## src/hdl/cacs_pkg.sv

```systemverilog
// ----------------------------------------------------------------------------
// cacs_pkg
// shared widths, rule constants and types for the cave automaton column step
// ----------------------------------------------------------------------------
package cacs_pkg;

    localparam int COL_W            = 64;   // cells per column word
    localparam int CFG_W            = 7;    // widest configuration register
    localparam int ROWS_W           = 7;
    localparam int LIMIT_W          = 4;
    localparam int PASS_W           = 4;
    localparam int SEEN_W           = 2;
    localparam int WIN_COLS         = 5;    // columns c-2 .. c+2
    localparam int HIST_DEPTH       = 4;
    localparam int DEFAULT_MAX_ROWS = 64;

    // configuration register indexes
    localparam logic REG_ROWS_IN_USE      = 1'b0;
    localparam logic REG_EARLY_PASS_LIMIT = 1'b1;

    // reset values of the registers
    localparam logic [ROWS_W-1:0]  ROWS_IN_USE_RST      = 7'd64;
    localparam logic [LIMIT_W-1:0] EARLY_PASS_LIMIT_RST = 4'd4;

    // rule constants
    localparam logic [3:0]        CORE_CELLS     = 4'd9;
    localparam logic [4:0]        RING_CELLS     = 5'd16;
    localparam logic [3:0]        WALL_LIMIT     = 4'd5;
    localparam logic [4:0]        OPEN_WALLS_MIN = 5'd2;
    localparam logic [PASS_W-1:0] PASS_MAX       = 4'd15;
    localparam logic [SEEN_W-1:0] SEEN_MAX       = 2'd2;

    typedef logic [COL_W-1:0] column_t;

    // control handed to the column evaluator
    typedef struct packed {
        column_t row_mask;
        logic    early;
    } eval_ctl_t;

endpackage

```

## src/hdl/cave_automaton_column_step.sv

```systemverilog
// ----------------------------------------------------------------------------
// cave_automaton_column_step
// one pass of the 4-5 cave automaton, streamed one grid column per transfer
// ----------------------------------------------------------------------------
//
//  channel  | direction | tdata                    | tlast
//  ---------+-----------+--------------------------+-----------
//  s_       | in        | [63:0] column_cells      | last_column
//  m_       | out       | [63:0] next_column_cells | frame_end
//  cfg_     | in        | [6:0] register value     | -
//
//  ordinary columns take one input transfer per clock while the output is free;
//  the job register and then the output register put the result of the column
//  two places back on m_
//  the last column of a frame emits up to three results through the single
//  column evaluator, one per cycle while the output is free, so it holds the
//  input until it emits the final one; a stalled output holds in the output
//  register; the job register keeps the window, so the input side stays open
//  as long as the job can retire; reset clears history, pass count, job and
//  output valid; registers go to their reset values
//
module cave_automaton_column_step #(
    parameter int MAX_ROWS = cacs_pkg::DEFAULT_MAX_ROWS
) (
    input  logic                       aclk,
    input  logic                       aresetn,
    // configuration write port
    input  logic                       cfg_wr_en,
    input  logic                       cfg_addr,
    input  logic [cacs_pkg::CFG_W-1:0] cfg_wdata,
    // input columns
    input  logic                       s_tvalid,
    output logic                       s_tready,
    input  logic [cacs_pkg::COL_W-1:0] s_tdata,   // [63:0] column_cells
    input  logic                       s_tlast,   // last_column
    // result columns
    output logic                       m_tvalid,
    input  logic                       m_tready,
    output logic [cacs_pkg::COL_W-1:0] m_tdata,   // [63:0] next_column_cells
    output logic                       m_tlast    // frame_end
);

    // configuration registers
    logic [cacs_pkg::ROWS_W-1:0]  rows_in_use_reg;
    logic [cacs_pkg::LIMIT_W-1:0] early_pass_limit_reg;

    // frame state
    cacs_pkg::column_t            hist_reg [cacs_pkg::HIST_DEPTH];  // newest first
    cacs_pkg::column_t            hist_next [cacs_pkg::HIST_DEPTH];
    logic [cacs_pkg::SEEN_W-1:0]  columns_seen_reg, columns_seen_next;
    logic [cacs_pkg::PASS_W-1:0]  pass_count_reg, pass_count_next;

    // job register: window of the next result and how many are left
    logic                         job_valid_reg, job_valid_next;
    logic [1:0]                   job_left_reg, job_left_next;
    logic                         job_last_reg, job_last_next;
    logic                         job_early_reg, job_early_next;
    cacs_pkg::column_t            job_win_reg [cacs_pkg::WIN_COLS];
    cacs_pkg::column_t            job_win_next [cacs_pkg::WIN_COLS];
    cacs_pkg::column_t            load_win [cacs_pkg::WIN_COLS];

    // output register
    logic                         m_tvalid_reg, m_tvalid_next;
    cacs_pkg::column_t            m_tdata_reg, m_tdata_next;
    logic                         m_tlast_reg, m_tlast_next;

    logic [cacs_pkg::ROWS_W-1:0]  active_rows;
    cacs_pkg::column_t            row_mask;
    cacs_pkg::column_t            col_in;
    logic                         early_now;
    logic                         accept;
    logic                         out_free;
    logic                         emit;
    logic                         job_done;
    logic [1:0]                   load_count;
    cacs_pkg::eval_ctl_t          eval_ctl;
    cacs_pkg::column_t            eval_col;

    // rows past the build limit count as walls
    assign active_rows = (rows_in_use_reg > cacs_pkg::ROWS_W'(MAX_ROWS))
                       ? cacs_pkg::ROWS_W'(MAX_ROWS) : rows_in_use_reg;

    always_comb begin
        for (int i = 0; i < cacs_pkg::COL_W; i++) begin
            row_mask[i] = cacs_pkg::ROWS_W'(i) < active_rows;
        end
    end

    assign col_in    = s_tdata & row_mask;
    assign early_now = pass_count_reg < early_pass_limit_reg;

    // handshake: the job retires its final result in the same cycle as a new load
    assign out_free = !m_tvalid_reg || m_tready;
    assign emit     = job_valid_reg && out_free;
    assign job_done = emit && (job_left_reg == 2'd1);
    assign s_tready = !job_valid_reg || job_done;
    assign accept   = s_tvalid && s_tready;

    // results caused by this column: flush on last, else one once two are held
    always_comb begin
        if (s_tlast) begin
            load_count = columns_seen_reg + 2'd1;
        end else if (columns_seen_reg >= cacs_pkg::SEEN_MAX) begin
            load_count = 2'd1;
        end else begin
            load_count = 2'd0;
        end
    end

    // first window: centre two columns back, or fewer in a short frame
    always_comb begin
        load_win[0] = hist_reg[3];
        load_win[1] = hist_reg[2];
        load_win[2] = hist_reg[1];
        load_win[3] = hist_reg[0];
        load_win[4] = col_in;
        if (s_tlast) begin
            case (columns_seen_reg)
                2'd0: begin
                    load_win[0] = hist_reg[1];
                    load_win[1] = hist_reg[0];
                    load_win[2] = col_in;
                    load_win[3] = '0;
                    load_win[4] = '0;
                end
                2'd1: begin
                    load_win[0] = hist_reg[2];
                    load_win[1] = hist_reg[1];
                    load_win[2] = hist_reg[0];
                    load_win[3] = col_in;
                    load_win[4] = '0;
                end
                default: begin
                end
            endcase
        end
    end

    // job register
    always_comb begin
        job_valid_next = job_valid_reg;
        job_left_next  = job_left_reg;
        job_last_next  = job_last_reg;
        job_early_next = job_early_reg;
        job_win_next   = job_win_reg;
        if (accept) begin
            job_valid_next = load_count != 2'd0;
            job_left_next  = load_count;
            job_last_next  = s_tlast;
            job_early_next = early_now;
            job_win_next   = load_win;
        end else if (emit) begin
            // slide the window one column to the right, walls beyond the frame
            job_valid_next = !job_done;
            job_left_next  = job_left_reg - 2'd1;
            for (int j = 0; j < cacs_pkg::WIN_COLS - 1; j++) begin
                job_win_next[j] = job_win_reg[j+1];
            end
            job_win_next[cacs_pkg::WIN_COLS-1] = '0;
        end
    end

    // column history, frame counters
    always_comb begin
        hist_next         = hist_reg;
        columns_seen_next = columns_seen_reg;
        pass_count_next   = pass_count_reg;
        if (accept) begin
            if (s_tlast) begin
                for (int j = 0; j < cacs_pkg::HIST_DEPTH; j++) begin
                    hist_next[j] = '0;
                end
                columns_seen_next = '0;
                if (pass_count_reg != cacs_pkg::PASS_MAX) begin
                    pass_count_next = pass_count_reg + 1'b1;
                end
            end else begin
                for (int j = cacs_pkg::HIST_DEPTH - 1; j > 0; j--) begin
                    hist_next[j] = hist_reg[j-1];
                end
                hist_next[0] = col_in;
                if (columns_seen_reg < cacs_pkg::SEEN_MAX) begin
                    columns_seen_next = columns_seen_reg + 2'd1;
                end
            end
        end
    end

    // single shared evaluator on the job window
    assign eval_ctl.row_mask = row_mask;
    assign eval_ctl.early    = job_early_reg;

    cacs_col_eval #(
        .MAX_ROWS (MAX_ROWS)
    ) u_col_eval (
        .win      (job_win_reg),
        .ctl      (eval_ctl),
        .next_col (eval_col)
    );

    // output register
    always_comb begin
        m_tvalid_next = m_tvalid_reg;
        m_tdata_next  = m_tdata_reg;
        m_tlast_next  = m_tlast_reg;
        if (emit) begin
            m_tvalid_next = 1'b1;
            m_tdata_next  = eval_col;
            m_tlast_next  = job_last_reg && (job_left_reg == 2'd1);
        end else if (m_tready) begin
            m_tvalid_next = 1'b0;
        end
    end

    // control state
    always_ff @(posedge aclk) begin
        if (!aresetn) begin
            rows_in_use_reg      <= cacs_pkg::ROWS_IN_USE_RST;
            early_pass_limit_reg <= cacs_pkg::EARLY_PASS_LIMIT_RST;
            for (int j = 0; j < cacs_pkg::HIST_DEPTH; j++) begin
                hist_reg[j] <= '0;
            end
            columns_seen_reg     <= '0;
            pass_count_reg       <= '0;
            job_valid_reg        <= 1'b0;
            job_left_reg         <= '0;
            m_tvalid_reg         <= 1'b0;
        end else begin
            if (cfg_wr_en) begin
                unique case (cfg_addr)
                    cacs_pkg::REG_ROWS_IN_USE: begin
                        rows_in_use_reg <= cfg_wdata[cacs_pkg::ROWS_W-1:0];
                    end
                    cacs_pkg::REG_EARLY_PASS_LIMIT: begin
                        early_pass_limit_reg <= cfg_wdata[cacs_pkg::LIMIT_W-1:0];
                    end
                endcase
            end
            hist_reg         <= hist_next;
            columns_seen_reg <= columns_seen_next;
            pass_count_reg   <= pass_count_next;
            job_valid_reg    <= job_valid_next;
            job_left_reg     <= job_left_next;
            m_tvalid_reg     <= m_tvalid_next;
        end
    end

    // payload, no reset
    always_ff @(posedge aclk) begin
        job_last_reg  <= job_last_next;
        job_early_reg <= job_early_next;
        job_win_reg   <= job_win_next;
        m_tdata_reg   <= m_tdata_next;
        m_tlast_reg   <= m_tlast_next;
    end

    assign m_tvalid = m_tvalid_reg;
    assign m_tdata  = m_tdata_reg;
    assign m_tlast  = m_tlast_reg;

    // a live job always has results left
    a_job_left: assert property (@(posedge aclk) disable iff (!aresetn)
        job_valid_reg |-> (job_left_reg != 2'd0))
        else $error("job register valid with no results left");

    // no new column while the job still owes more than its final result
    a_hold_input: assert property (@(posedge aclk) disable iff (!aresetn)
        (job_valid_reg && job_left_reg != 2'd1) |-> !s_tready)
        else $error("input open while a flush is in progress");

    // the last column of a frame restarts the column count
    a_frame_restart: assert property (@(posedge aclk) disable iff (!aresetn)
        (s_tvalid && s_tready && s_tlast) |=> (columns_seen_reg == '0))
        else $error("column count not cleared after frame end");

endmodule

```

## src/hdl/cacs_col_eval.sv

```systemverilog
// ----------------------------------------------------------------------------
// cacs_col_eval
// next state of one centre column from a five-column window
// ----------------------------------------------------------------------------
module cacs_col_eval #(
    parameter int MAX_ROWS = cacs_pkg::DEFAULT_MAX_ROWS
) (
    input  cacs_pkg::column_t win [cacs_pkg::WIN_COLS],
    input  cacs_pkg::eval_ctl_t ctl,
    output cacs_pkg::column_t next_col
);

    localparam int PAD_W = cacs_pkg::COL_W + 4;

    logic [PAD_W-1:0]  pad [cacs_pkg::WIN_COLS];
    cacs_pkg::column_t raw_col;

    // two wall rows below row zero and above the top row
    always_comb begin
        for (int j = 0; j < cacs_pkg::WIN_COLS; j++) begin
            pad[j] = {2'b00, win[j] & ctl.row_mask, 2'b00};
        end
    end

    for (genvar r = 0; r < cacs_pkg::COL_W; r++) begin : g_row
        if (r < MAX_ROWS) begin : g_cell
            logic [8:0]  core_bits;
            logic [15:0] ring_bits;
            logic [3:0]  core_open;
            logic [4:0]  ring_open;
            logic [3:0]  walls3;
            logic [4:0]  total;

            assign core_bits = {pad[1][r+3:r+1], pad[2][r+3:r+1], pad[3][r+3:r+1]};
            assign ring_bits = {pad[0][r+4:r], pad[4][r+4:r],
                                pad[1][r], pad[1][r+4], pad[2][r], pad[2][r+4],
                                pad[3][r], pad[3][r+4]};
            assign core_open = 4'($countones(core_bits));
            assign ring_open = 5'($countones(ring_bits));
            assign walls3    = cacs_pkg::CORE_CELLS - core_open;
            assign total     = {1'b0, walls3} + (cacs_pkg::RING_CELLS - ring_open);

            assign raw_col[r] = (ctl.early && walls3 < cacs_pkg::WALL_LIMIT)
                              ? (total > cacs_pkg::OPEN_WALLS_MIN)
                              : (walls3 < cacs_pkg::WALL_LIMIT);
        end else begin : g_unused
            assign raw_col[r] = 1'b0;
        end
    end

    assign next_col = raw_col & ctl.row_mask;

endmodule

```

## config.mk

```make
export PLATFORM = sky130hd
export DESIGN_NAME = cave_automaton_column_step
export DESIGN_NICKNAME = d
export VERILOG_FILES = /design/src/hdl/cacs_pkg.sv /design/src/hdl/cave_automaton_column_step.sv /design/src/hdl/cacs_col_eval.sv
export SDC_FILE = /design/constraint.sdc
export NUM_CORES = 2
export LEC_CHECK = 0
export BUFFER_PORTS_ARGS = -buffer_cell sky130_fd_sc_hd__buf_2
export CORE_ASPECT_RATIO = 0.75
export CORE_MARGIN = 5
export CORE_UTILIZATION = 40
export DETAILED_ROUTE_END_ITERATION = 10
export HOLD_SLACK_MARGIN = 0.12
export PLACE_DENSITY = 0.53
export SLEW_MARGIN = 40
export SYNTH_ARGS = -nofsm -noshare
export SYNTH_HDL_FRONTEND = slang
export SYNTH_HIERARCHICAL = 1
export SYNTH_SLANG_ARGS = --single-unit
export TNS_END_PERCENT = 10
```

## constraint.sdc

```tcl
create_clock -name aclk -period 12.3 [get_ports aclk]
set_clock_uncertainty 0.05 [all_clocks]
set_input_delay 2.46 -clock aclk [delete_from_list [all_inputs] [get_ports aclk]]
set_output_delay 2.46 -clock aclk [all_outputs]
set_load 0.01 [all_outputs]
```

==> results.txt <==
- Placed Cells incl. Taps: 12,300
* Worst slew margin: 37.7%
- In this run, post-CTS hold repair placed 0 buffers.
- Commonest cells post-synth: ha_1 (1,506), inv_1 (1,279), a21oi_1 (936), nand2_1 (864), fa_1 (715)
* Initial detailed-routing violation count: 5,190
- Most area-hungry cell type in the Yosys netlist: ha_1
- The count of nets left with antenna violations once routing finished came out at 0.
- After Yosys synthesis, full adders, half adders and majority gates account for 37.9% of the synthesized area.
* Portion of synthesized cell area occupied by the leading cell type: 21.3%
- After layout, the worst setup slack is 3.21 ns.
- Number of antenna violations at the first check in global routing: 37
- The clock tree synthesis step divided the H-tree into 3 levels.
* Most used cell along the critical path: ha_1
- Max reg flops: 320
- For this configuration, the core starts out at a cell density of 40.2%.
* Largest incremental delay on the critical path: 0.87 ns
* Count of buffering cells on the critical path with inverters included: 5
- Sequential cells were found to cover 19.4% of the synthesized design area.
- Share of the clock period used by the worst path: 73.9%
* Number of warning messages in the yosys log: 6
- The via count of the first global-routing pass is 67,000.
- The total overflow left after global routing is 0.
- Max Clock Freq: 110 MHz
* Simple-gate share of the synthesized area: 9.76%
- Cells after synthesis: 9,514
- Before antenna repair, the detailed router went through 6 iterations.
* Total vias in the final route: 67,500
- Dividing the detail-routed wire length by the instance count gives 21.2 µm.
- The average instance in the mapped netlist occupies 9.29 µm².
- Count of maximum capacitance violations: 0
- The die covers 231,000 µm².
* Proportion of layout cells with a drive suffix above 1: 7.17%
- CTS tree: built
- Primary flip-flop cell chosen by synthesis mapping: edfxtp_1
* Period minus WS final: 9.09 ns
- Critical Path Source Type: flop
- The worst setup path is of the flop to flop kind.
* Clock root buffer: clkbuf_16
- Largest buffer count on any clock path: 3
- The worst setup path is captured at a flop.
- Core ar.: 220,000 µm²
* Setup violation total in the final timing report: 0
- Data required time at the worst endpoint: 12.65 ns
- DRC viols: 0
- Routability congestion estimate from global placement: 0.930
* Vias per inst: 5.41
* Summed instance area of the synthesized netlist: 88,400 µm²
- From bottom edge to top edge, the die measures 417 µm.
- Flip-flop and latch count after synthesis: 664
- Combinational family with the most area after synthesis: adder cells
- Final-layout setup total negative slack: 0 ns
* Final cell count without fillers: 12,500
- After floorplanning, the core was divided into 149 placement rows.
- The first global-routing pass estimated 408 mm of wire.
- At the pin with the least slew margin, the transition time is 0.931 ns.
- Buffers added on ports: 144
* Top-level port count: 145
- Delay-heaviest family, CP: adder cells
- Across every metal layer, demand over resource in global routing totals 22.5%.
* Maximum net fanout on the critical path: 38
- Reg clk slew, reported paths: 0.07 ns
- Across all hold checks on the routed design, the worst slack comes to 0.400 ns.
- After legalization and detailed placement, the total HPWL measured 205 mm.
- Arrival time at the worst endpoint: 9.44 ns
- Area contributors post-synth: ha_1 (21%), fa_1 (16%), edfxtp_1 (13%)
- Pin count of the biggest net entering global routing: 153
* Number of buffers added by the clock tree synthesis step: 85
- Counting every net in the synthesized netlist gives 11,800.
- Wires add up to 265 mm.
- The tightest min-delay check is of the flop to flop type.
- Nets: 11,700
* Unrepaired setup endpoints after global routing: no
- For this run, asynchronously set or reset flops after synthesis account for 0%.
- Number of enable-type register cells in the synthesized netlist: 387
- Clock tree sinks: 664
- Final slew viol count: 0
- Die boundary width: 553 µm
- Worst slack at placement: 3.28 ns
- ha_1 is the most common cell in the netlist.
- After Yosys synthesis, XOR and XNOR cells account for 10.6% of the synthesized area.
* Worst skew pair latency: 0.69 ns
- Final number of hold-violating endpoints: 0
* Portion of netlist area occupied by mux cells: 0.0906%
- Outcome: complete, no violations
- Distinct cell type count after synthesis: 83
- CTS resizes: 0
- Cell type of the slowest stage on the worst timing path: dfxtp_2
- Post-synthesis to final-layout area growth: 7.38%
* Post-synthesis compound-gate area fraction: 14.7%
- Number of buffers added for setup after CTS: 0
## through the flow
| step | util, % | instance area (µm²) |
|---|---|---|
| final | 43.2 | 94900 |
| after global routing | 43.2 | 94900 |
| after CTS | 43.1 | 94800 |
| after detailed placement | 41.8 | 91800 |
| after global placement | 41.7 | 91600 |
| after floorplan | - | 88400 |
## tightest hold or removal path, cell delays in order, from the launching register on
cell	delay (ns)
dfxtp_1	0.31
nand2_1	0.05
a21oi_1	0.05
## cell families (layout without fill, tap and decap cells)
group | after synthesis | count (layout)
mux | 8 | 8
simple gates | 1912 | 1912
fa+ha+maj | 2254 | 2254
other cells | 0 | 21
compound gates | 2026 | 2026
xor+xnor | 966 | 966
buf+inv | 1684 | 1685
flops | 664 | 664
## cell usage in the layout (no fill, tap or decap), types with 271 or more instances in the layout
| master | synthesis | routed |
|---|---|---|
| xnor2_1 | 286 | 286 |
| ha_1 | 1506 | 1504 |
| a21oi_1 | 936 | 936 |
| nand2_1 | 864 | 861 |
| edfxtp_1 | 387 | 387 |
| nor2_1 | 335 | 334 |
| nand3_1 | 332 | 331 |
| inv_1 | 1279 | 1277 |
| dfxtp_1 | 277 | 271 |
| xor2_1 | 555 | 555 |
| fa_1 | 715 | 715 |
## cell type report
cell class	count	area, µm²
antenna	21	52.6
tap	2944	3680
inverter	1315	4960
clock inverter	38	370
timing repair buffer	211	1450
sequential	664	17200
multi-input combinational	7166	64700
fill	21500	125000
clock buffer	121	2550
## routing by layer
layer	wire (µm)	GRT usage [%]
met3	15000	2.88
met1	133000	34.9
met2	110000	32.8
met5	0	0
met4	6290	5.46
## path summary, 6_finish.rpt
kind | start | endpoint | slack, ns | cells after the start
hold / removal | hist_reg[55] | hist_reg[55] | 0.40 | 2
hold reg to reg | hist_reg[55] | hist_reg[55] | 0.40 | 2
setup reg to reg | rows_in_use_reg[5] | m_tdata[8] | 3.21 | 29
setup / recovery | rows_in_use_reg[5] | m_tdata[8] | 3.21 | 29
Power is left out: the tool's default activity adds up to more than one toggle a clock period on the data nets, which glitch-free logic cannot reach.
